[config.mk]
export PLATFORM = sky130hd
export DESIGN_NAME = sorted_priority_queue_insert
export DESIGN_NICKNAME = d
export VERILOG_FILES = /design/src/rtl/spq_pkg.sv /design/src/rtl/spq_store.sv /design/src/rtl/sorted_priority_queue_insert.sv
export SDC_FILE = /design/constraint.sdc
export NUM_CORES = 2
export LEC_CHECK = 0
export BUFFER_PORTS_ARGS = -buffer_cell sky130_fd_sc_hd__buf_2
export CELL_PAD_IN_SITES_DETAIL_PLACEMENT = 0
export CELL_PAD_IN_SITES_GLOBAL_PLACEMENT = 1
export CORE_MARGIN = 2
export CORE_UTILIZATION = 55
export DETAILED_ROUTE_END_ITERATION = 12
export PLACE_DENSITY = 0.75
export SETUP_SLACK_MARGIN = 0.3
export SYNTH_ARGS = -nofsm -noshare
export SYNTH_HDL_FRONTEND = slang
export SYNTH_HIERARCHICAL = 1
export SYNTH_SLANG_ARGS = --single-unit
[constraint.sdc]
create_clock -name clk -period 8.39 [get_ports clk]
set_clock_uncertainty 0.05 [all_clocks]
set_input_delay 0.4195 -clock clk [delete_from_list [all_inputs] [get_ports clk]]
set_output_delay 0.4195 -clock clk [all_outputs]
set_load 0.01 [all_outputs]
[src/rtl/spq_pkg.sv]
// Package for the sorted priority queue: sizes, status codes, states, control struct.
package spq_pkg;

    localparam int QUEUE_DEPTH   = 64;
    localparam int ID_BITS       = 16;
    localparam int PRIORITY_BITS = 32;

    // Port field widths
    localparam int ID_W  = 16;
    localparam int PRI_W = 32;
    localparam int CNT_W = 7;

    localparam int IDX_BITS = $clog2(QUEUE_DEPTH);
    localparam int CNT_BITS = $clog2(QUEUE_DEPTH + 1);

    typedef enum logic [1:0] {
        ST_INSERTED    = 2'd0,
        ST_NEW_HEAD    = 2'd1,
        ST_NO_PRIORITY = 2'd2,
        ST_FULL        = 2'd3
    } status_t;

    typedef enum logic [2:0] {
        S_IDLE,
        S_START,
        S_READ,
        S_CMP,
        S_WRITE_NEW,
        S_DONE
    } state_t;

    // Control from the sequencer to the entry store
    typedef struct packed {
        logic                     we;
        logic [IDX_BITS-1:0]      waddr;
        logic [ID_BITS-1:0]       wid;
        logic [PRIORITY_BITS-1:0] wpri;
        logic [IDX_BITS-1:0]      raddr;
        logic [PRIORITY_BITS-1:0] key;
    } spq_store_ctrl_t;

endpackage

[src/rtl/spq_store.sv]
// Entry store of the priority queue: one-write, one-read memory with the shared compare unit.
module spq_store
    import spq_pkg::*;
(
    input  logic                     clk,
    input  spq_store_ctrl_t          ctrl,
    output logic [ID_BITS-1:0]       rd_id,
    output logic [PRIORITY_BITS-1:0] rd_pri,
    output logic                     rd_ge
);

    logic [ID_BITS-1:0]       mem_id  [QUEUE_DEPTH];
    logic [PRIORITY_BITS-1:0] mem_pri [QUEUE_DEPTH];
    logic [ID_BITS-1:0]       rd_id_reg;
    logic [PRIORITY_BITS-1:0] rd_pri_reg;

    // Write port
    always_ff @(posedge clk)
    begin
        if (ctrl.we)
        begin
            mem_id[ctrl.waddr]  <= ctrl.wid;
            mem_pri[ctrl.waddr] <= ctrl.wpri;
        end
    end

    // Registered read port
    always_ff @(posedge clk)
    begin
        rd_id_reg  <= mem_id[ctrl.raddr];
        rd_pri_reg <= mem_pri[ctrl.raddr];
    end

    assign rd_id  = rd_id_reg;
    assign rd_pri = rd_pri_reg;

    // Shared compare: held entry stays ahead when its priority is not lower
    assign rd_ge = (rd_pri_reg >= ctrl.key);

endmodule

[src/rtl/sorted_priority_queue_insert.sv]
// Top level of the sorted-insertion priority queue (insert side).
// Holds up to QUEUE_DEPTH tasks sorted from highest to lowest priority; equal
// priorities keep arrival order. One insert is a transaction on the input
// channel and gives one result transaction: status, head after the insert and
// entry count. The block takes one transaction at a time. A rejected item
// (missing priority or full store) goes from S_START to S_DONE. A valid insert
// walks from the tail of the list through one memory read port and one
// comparator, moving each lower-priority entry down one slot: each step reads
// in S_READ, then compares and writes in S_CMP; it stops behind a held entry, or
// goes through S_WRITE_NEW as the new head. The next transaction is taken in the
// cycle after the result is loaded into the output register.
module sorted_priority_queue_insert
    import spq_pkg::*;
(
    input  logic             clk,
    input  logic             rst_n,
    input  logic             in_valid,
    output logic             in_stall,
    input  logic [ID_W-1:0]  item_id,
    input  logic [PRI_W-1:0] priority_req,
    input  logic             priority_valid,
    output logic             out_valid,
    input  logic             out_stall,
    output logic [1:0]       status,
    output logic [ID_W-1:0]  head_id,
    output logic [PRI_W-1:0] head_priority,
    output logic [CNT_W-1:0] entry_count
);

    state_t state_reg, state_next;

    logic [ID_BITS-1:0]       id_reg;
    logic [PRIORITY_BITS-1:0] pri_reg;
    logic                     pval_reg;
    logic [IDX_BITS-1:0]      k_reg, k_next;
    logic [CNT_BITS-1:0]      count_reg, count_next;
    logic [ID_BITS-1:0]       head_id_reg, head_id_next;
    logic [PRIORITY_BITS-1:0] head_pri_reg, head_pri_next;
    status_t                  res_status_reg, res_status_next;

    logic                     out_valid_reg;
    status_t                  out_status_reg;
    logic [ID_W-1:0]          out_head_id_reg;
    logic [PRI_W-1:0]         out_head_pri_reg;
    logic [CNT_W-1:0]         out_count_reg;

    spq_store_ctrl_t          ctrl;
    logic [ID_BITS-1:0]       rd_id;
    logic [PRIORITY_BITS-1:0] rd_pri;
    logic                     rd_ge;

    logic accept;
    logic is_full;
    logic out_free;
    logic load_out;

    assign accept   = in_valid && !in_stall;
    assign is_full  = (count_reg == CNT_BITS'(QUEUE_DEPTH));
    assign out_free = !out_valid_reg || !out_stall;

    spq_store u_store (
        .clk    (clk),
        .ctrl   (ctrl),
        .rd_id  (rd_id),
        .rd_pri (rd_pri),
        .rd_ge  (rd_ge)
    );

    // Next state
    always_comb
    begin
        state_next = state_reg;
        case (state_reg)
            S_IDLE:
            begin
                if (accept)
                    state_next = S_START;
            end
            S_START:
            begin
                if (!pval_reg || is_full)
                    state_next = S_DONE;
                else if (count_reg == '0)
                    state_next = S_WRITE_NEW;
                else
                    state_next = S_READ;
            end
            S_READ:
                state_next = S_CMP;
            S_CMP:
            begin
                if (rd_ge)
                    state_next = S_DONE;
                else if (k_reg == IDX_BITS'(1))
                    state_next = S_WRITE_NEW;
                else
                    state_next = S_READ;
            end
            S_WRITE_NEW:
                state_next = S_DONE;
            S_DONE:
            begin
                if (out_free)
                    state_next = S_IDLE;
            end
            default:
                state_next = S_IDLE;
        endcase
    end

    // Sequencer outputs: handshake and store control
    always_comb
    begin
        in_stall   = 1'b1;
        load_out   = 1'b0;
        ctrl.we    = 1'b0;
        ctrl.waddr = k_reg;
        ctrl.wid   = id_reg;
        ctrl.wpri  = pri_reg;
        ctrl.raddr = k_reg - IDX_BITS'(1);
        ctrl.key   = pri_reg;
        case (state_reg)
            S_IDLE:
                in_stall = 1'b0;
            S_CMP:
            begin
                ctrl.we = 1'b1;
                if (!rd_ge)
                begin
                    // move the lower-priority entry one slot toward the tail
                    ctrl.wid  = rd_id;
                    ctrl.wpri = rd_pri;
                end
            end
            S_WRITE_NEW:
                ctrl.we = 1'b1;
            S_DONE:
                load_out = out_free;
            default:
            begin
                in_stall = 1'b1;
            end
        endcase
    end

    // Datapath next values
    always_comb
    begin
        k_next          = k_reg;
        count_next      = count_reg;
        head_id_next    = head_id_reg;
        head_pri_next   = head_pri_reg;
        res_status_next = res_status_reg;
        case (state_reg)
            S_IDLE:
            begin
                if (accept)
                    k_next = IDX_BITS'(count_reg);
            end
            S_START:
            begin
                if (!pval_reg)
                    res_status_next = ST_NO_PRIORITY;
                else if (is_full)
                    res_status_next = ST_FULL;
            end
            S_CMP:
            begin
                if (rd_ge)
                begin
                    count_next      = count_reg + CNT_BITS'(1);
                    res_status_next = ST_INSERTED;
                end
                else
                    k_next = k_reg - IDX_BITS'(1);
            end
            S_WRITE_NEW:
            begin
                count_next      = count_reg + CNT_BITS'(1);
                head_id_next    = id_reg;
                head_pri_next   = pri_reg;
                res_status_next = ST_NEW_HEAD;
            end
            default:
            begin
                k_next = k_reg;
            end
        endcase
    end

    // Control registers
    always_ff @(posedge clk or negedge rst_n)
    begin
        if (!rst_n)
        begin
            state_reg     <= S_IDLE;
            count_reg     <= '0;
            out_valid_reg <= 1'b0;
        end
        else
        begin
            state_reg <= state_next;
            count_reg <= count_next;
            if (load_out)
                out_valid_reg <= 1'b1;
            else if (!out_stall)
                out_valid_reg <= 1'b0;
        end
    end

    // Payload registers
    always_ff @(posedge clk)
    begin
        if (accept)
        begin
            id_reg   <= ID_BITS'(item_id);
            pri_reg  <= PRIORITY_BITS'(priority_req);
            pval_reg <= priority_valid;
        end
        k_reg          <= k_next;
        head_id_reg    <= head_id_next;
        head_pri_reg   <= head_pri_next;
        res_status_reg <= res_status_next;
        if (load_out)
        begin
            out_status_reg <= res_status_reg;
            out_count_reg  <= CNT_W'(count_reg);
            if (count_reg == '0)
            begin
                out_head_id_reg  <= '0;
                out_head_pri_reg <= '0;
            end
            else
            begin
                out_head_id_reg  <= ID_W'(head_id_reg);
                out_head_pri_reg <= PRI_W'(head_pri_reg);
            end
        end
    end

    assign out_valid     = out_valid_reg;
    assign status        = out_status_reg;
    assign head_id       = out_head_id_reg;
    assign head_priority = out_head_pri_reg;
    assign entry_count   = out_count_reg;

endmodule

# Word-level counts from Yosys, hierarchy flattened
# Memories as Yosys holds them, arrays and structs flattened. A register that Yosys moved wholly into a read port is not among the register bits.
# Index checks and enable logic that the tools add are counted.
[totals]
reg_bits = 173
n_memories = 2
in_bits = 53
ram_bits = 3072
rom_bits = 0
latchBits = 0
out_inout_bits = 59
[op_classes]
magnitude_cmp = 1
n_mux = 25
eq_ne = 13
n_reduce_logical = 16
add_sub_neg = 2
n_mul = 0
bitwise_logic = 0
div_mod_pow = 0
shift = 0
[mem_list]
columns = ["name", "words", "word_bits", "rd", "rd_ports_with_merged_regs", "write_ports", "line", "text"]
rows = [
  ["u_store.mem_pri", 64, 32, 1, 1, 1, "spq_store.sv:13", "logic [PRIORITY_BITS-1:0] mem_pri [QUEUE_DEPTH];"],
  ["u_store.mem_id", 64, 16, 1, 1, 1, "spq_store.sv:12", "logic [ID_BITS-1:0] mem_id [QUEUE_DEPTH];"],
]
[ops]
columns = ["op", "n"]
rows = [
  ["2-to-1 mux 48 bit", 2],
  [">= comparator 32 bit", 1],
  ["2-to-1 mux 3 bit", 6],
  ["one-hot mux 3 bit (6 select lines)", 1],
  ["one-hot mux 7 bit (2 select lines)", 1],
  ["2-to-1 mux 6 bit", 2],
  ["one-hot mux 6 bit (2 select lines)", 1],
  ["!= test 2 bit, second input constant", 4],
  ["adder 7 x 1 -> 7 bit, second input constant", 1],
  ["equality test 7 bit, second input constant", 1],
  ["logical NOT 7 bit", 1],
  ["2-to-1 mux 1 bit", 7],
  ["2-to-1 mux 7 bit", 1],
  ["equality test 3 x 2 -> 1 bit, second input constant", 2],
  ["equality test 3 bit, second input constant", 2],
  ["equality test 6 x 1 -> 1 bit, second input constant", 1],
  ["2-to-1 mux 2 bit", 3],
  ["one-hot mux 2 bit (3 select lines)", 1],
  ["AND reduction 3 bit", 2],
  ["subtractor 6 x 1 -> 6 bit, second input constant", 1],
  ["AND reduction 2 bit", 2],
  ["nonzero test 2 bit", 2],
  ["equality test 3 x 1 -> 1 bit, second input constant", 1],
  ["logical NOT 1 bit", 3],
  ["other kinds (7)", 8],
]

# Longest topological paths before layout
[depth]
word_depth = 5
ltp_mapped = 12
depth_no_buf = 10

# Hierarchy
# Netlist, hierarchy kept.
[by_module_without_submodules]
columns = ["mod", "seq_area_each_um2", "instances", "cells_each", "area_per_inst_um2"]
rows = [
  ["spq_store", 93209.4, 1, 5036, 118060.7],
  ["sorted_priority_queue_insert", 5139.9, 1, 366, 6632.6],
]

# Worst setup path before layout
# Ideal clock, no wire load.
[synth_path]
path_kind = "register -> register"
from = "reg state_reg[0]"
to = "mem u_store.mem_id[29][0], enable pin"
period_less_slack_ns = 6.005
slack_ns = 2.385
arrival_time_ns = 5.501
n_path_buf = 1
path_stages_with_launch = 8
required_time_ns = 7.886
path_cell_list = "dfrtp_1 > buf_2 > nor3b_2 > nor2_1 > inv_1 > nor2b_1 > nand3_1 > nor2_1"
[synth_rtl]
columns = ["element", "line", "text"]
rows = [
  ["start, declared", "sorted_priority_queue_insert.sv:30", "state_t state_reg, state_next;"],
  ["start signal, assigned", "sorted_priority_queue_insert.sv:202", "state_reg <= state_next;"],
  ["end, declared", "spq_store.sv:12", ""],
]

==> reports/results.ini <==
[clock_network]
clk_pin_slew_ns = 0.07
insertion_delay_ns = 0.85
cts_setup_buffers = 0
clock_sinks = 2253
h-tree-depth = 4
clk_path_buf_depth = 3
cts_root_buf = clkbuf_16
cts_buffers = 213
cts_tree = built

[global_route]
grt.total_usage_pct = 28.6
grt_pass1_vias = 40600
grt_antenna_before_repair = 11
grt_max_degree = 97
grt_pass1_wl_mm = 316
grt-ovfl-total = 0

[outcome]
violations = max-capacitance violations
status = complete, but fails checks

[critical_path]
rrSetupSlack_ns = 3.35
cp.depth = 10
cpMaxStageDelayCell = inv_8
cp_max_fo = 70
setup.worst_path.start = k_reg[0]
r2r_start = k_reg[0]
rr_worst_depth = 10
worstPathRequired_ns = 9.10
cp_cell_sequence = inv_8 -> ha_1 -> nor3b_1 -> xor2_4 -> buf_4 -> nor2b_1 -> nand2_1 -> o22ai_1 -> nor3_1 -> o221ai_1
worstSetupEndpointType = register
crit_family = simple AND/OR/NAND/NOR gates
path_buf_inv = 2
endpoint = u_store/rd_pri[4]
critical_path_arrival_ns = 5.75
start_kind = register
path_class = reg -> reg
slowest_delay_ns = 0.65
r2r-end = u_store/rd_pri[4]

[sta]
fin_setup_tns_ns = 0
worst_slew_pin_slew_ns = 1.46
rsz0062_at_grt = false
finalHoldViolCount = 0
fin_crit_ns = 5.04
timing.final.crit_share_pct = 60.0
fmax_ghz = 0.199
setup_viol = 0
slew_violations = 0
max_slew_margin_pct = 1.35

[drt]
wl_per_cell_um = 35.5
drc = 0
drt_first_iter_violations = 6254
dr.pass1.iters = 7
vias = 42300
drt-total-wl_mm = 226
viasPerCell = 6.66
antenna_left = 0

[pwr]
p_leak_nw = 30.8
irDropWorstVdd_mv = 0.386
powerDensity_nw_per_um2 = 342

[floorplan]
io_pins = 112
initial_core_util_pct = 55.2
die_h_um = 400
core_um2 = 156000
row_count = 145
chipWidth_um = 400
die-area_um2 = 160000

[job]
maxCapViolations = 1

[finish]
fill_cells = 10400
finalNetCount = 4205
area_growth_pct = 12.7
stdcell_area_um2 = 97000
regMostFlops = u_store/mem_pri
largest_reg_flops = 2048
drive_above_1_share_pct = 27.6

[yosys]
syn_nets = 3965
syn_avg_cell_area_um2 = 22.2
synthCells = 3876
syn-cell-area_um2 = 86100
synth_warnings = 6

[placement]
postPlaceCellArea_um2 = 89500
routabilityCongestion = 0.870
dp_hpwl_mm = 131
io_buffers = 111

[worst_hold_path]
hold_path_class = in -> reg

## placed cells by master, fill, tap and decap left out, drive strengths merged, types with 36 or more instances in the layout
cell and count:
o221ai 40, dlygate4sd3 53, ha 36, nor2b 68
clkbuf 265, clkinv 100, buf 257, mux2i 92
edfxtp 2210, a221oi 56, mux4 512, nand2 38
a21oi 87, nor2 95, inv 49, o22ai 45
## per-stage QoR
step                      utilization (%)  power (mW)  std cells  hold WS [ns]  setup WS (ns)
after floorplan                         -        19.9       3876        0.0739           3.08
after global placement               57.5        23.7       5906         0.251           3.42
after detailed placement             57.5        23.8       5906         0.254           3.40
after CTS                            62.2        33.2       6358         0.180           3.37
after global routing                 62.2        34.1       6358         0.210           3.07
final                                62.2        33.1       6359         0.232           3.35
## where the power goes
group / total (mW) / switching, mW / internal, mW
Combinational: 9.70 / 6.38 / 3.31
Sequential: 13.9 / 0.318 / 13.6
Clock: 9.48 / 4.17 / 5.31
## final cells by class
type | instances | area, um2 | area share, %
Clock buffer | 265 | 5560 | 5.73
Clock inverter | 134 | 1350 | 1.39
Sequential cell | 2253 | 67300 | 69.4
Antenna cell | 1 | 2.50 | 0.00258
Timing Repair Buffer | 310 | 2260 | 2.33
Multi-Input combinational cell | 1299 | 17800 | 18.3
Inverter | 39 | 161 | 0.166
Tap cell | 2058 | 2570 | 2.66
## metal layers
metal / track usage (%) / share of wire, % / vias to the layer above
li1: - / - / 16700
met1: 40.9 / 38 / 22600
met2: 44.2 / 48 / 2574
met3: 5.75 / 10 / 433
met4: 11.0 / 4.3 / 2
met5: 0 / 0.0089 / -
## how the worst min path moves through the flow
stage	from	end	slack, ns	depth (start not counted)
final	priority_req[30]	pri_reg[30]	0.23	2
after global routing	priority_req[29]	pri_reg[29]	0.21	2
after CTS	priority_req[6]	pri_reg[6]	0.18	2
after detailed placement	rst_n	count_reg[2]	0.25	1
after global placement	rst_n	count_reg[2]	0.25	1
after floorplan	rst_n	count_reg[0]	0.07	0
## timing repair
item | 4_1_cts | 5_1_grt
hold buffers | 53 | 0
resized for setup | 0 | 0
endpoints found under the setup margin | 0 | 0
hold endpoints to repair | 69 | 0
(Power assumes the default switching activity.)
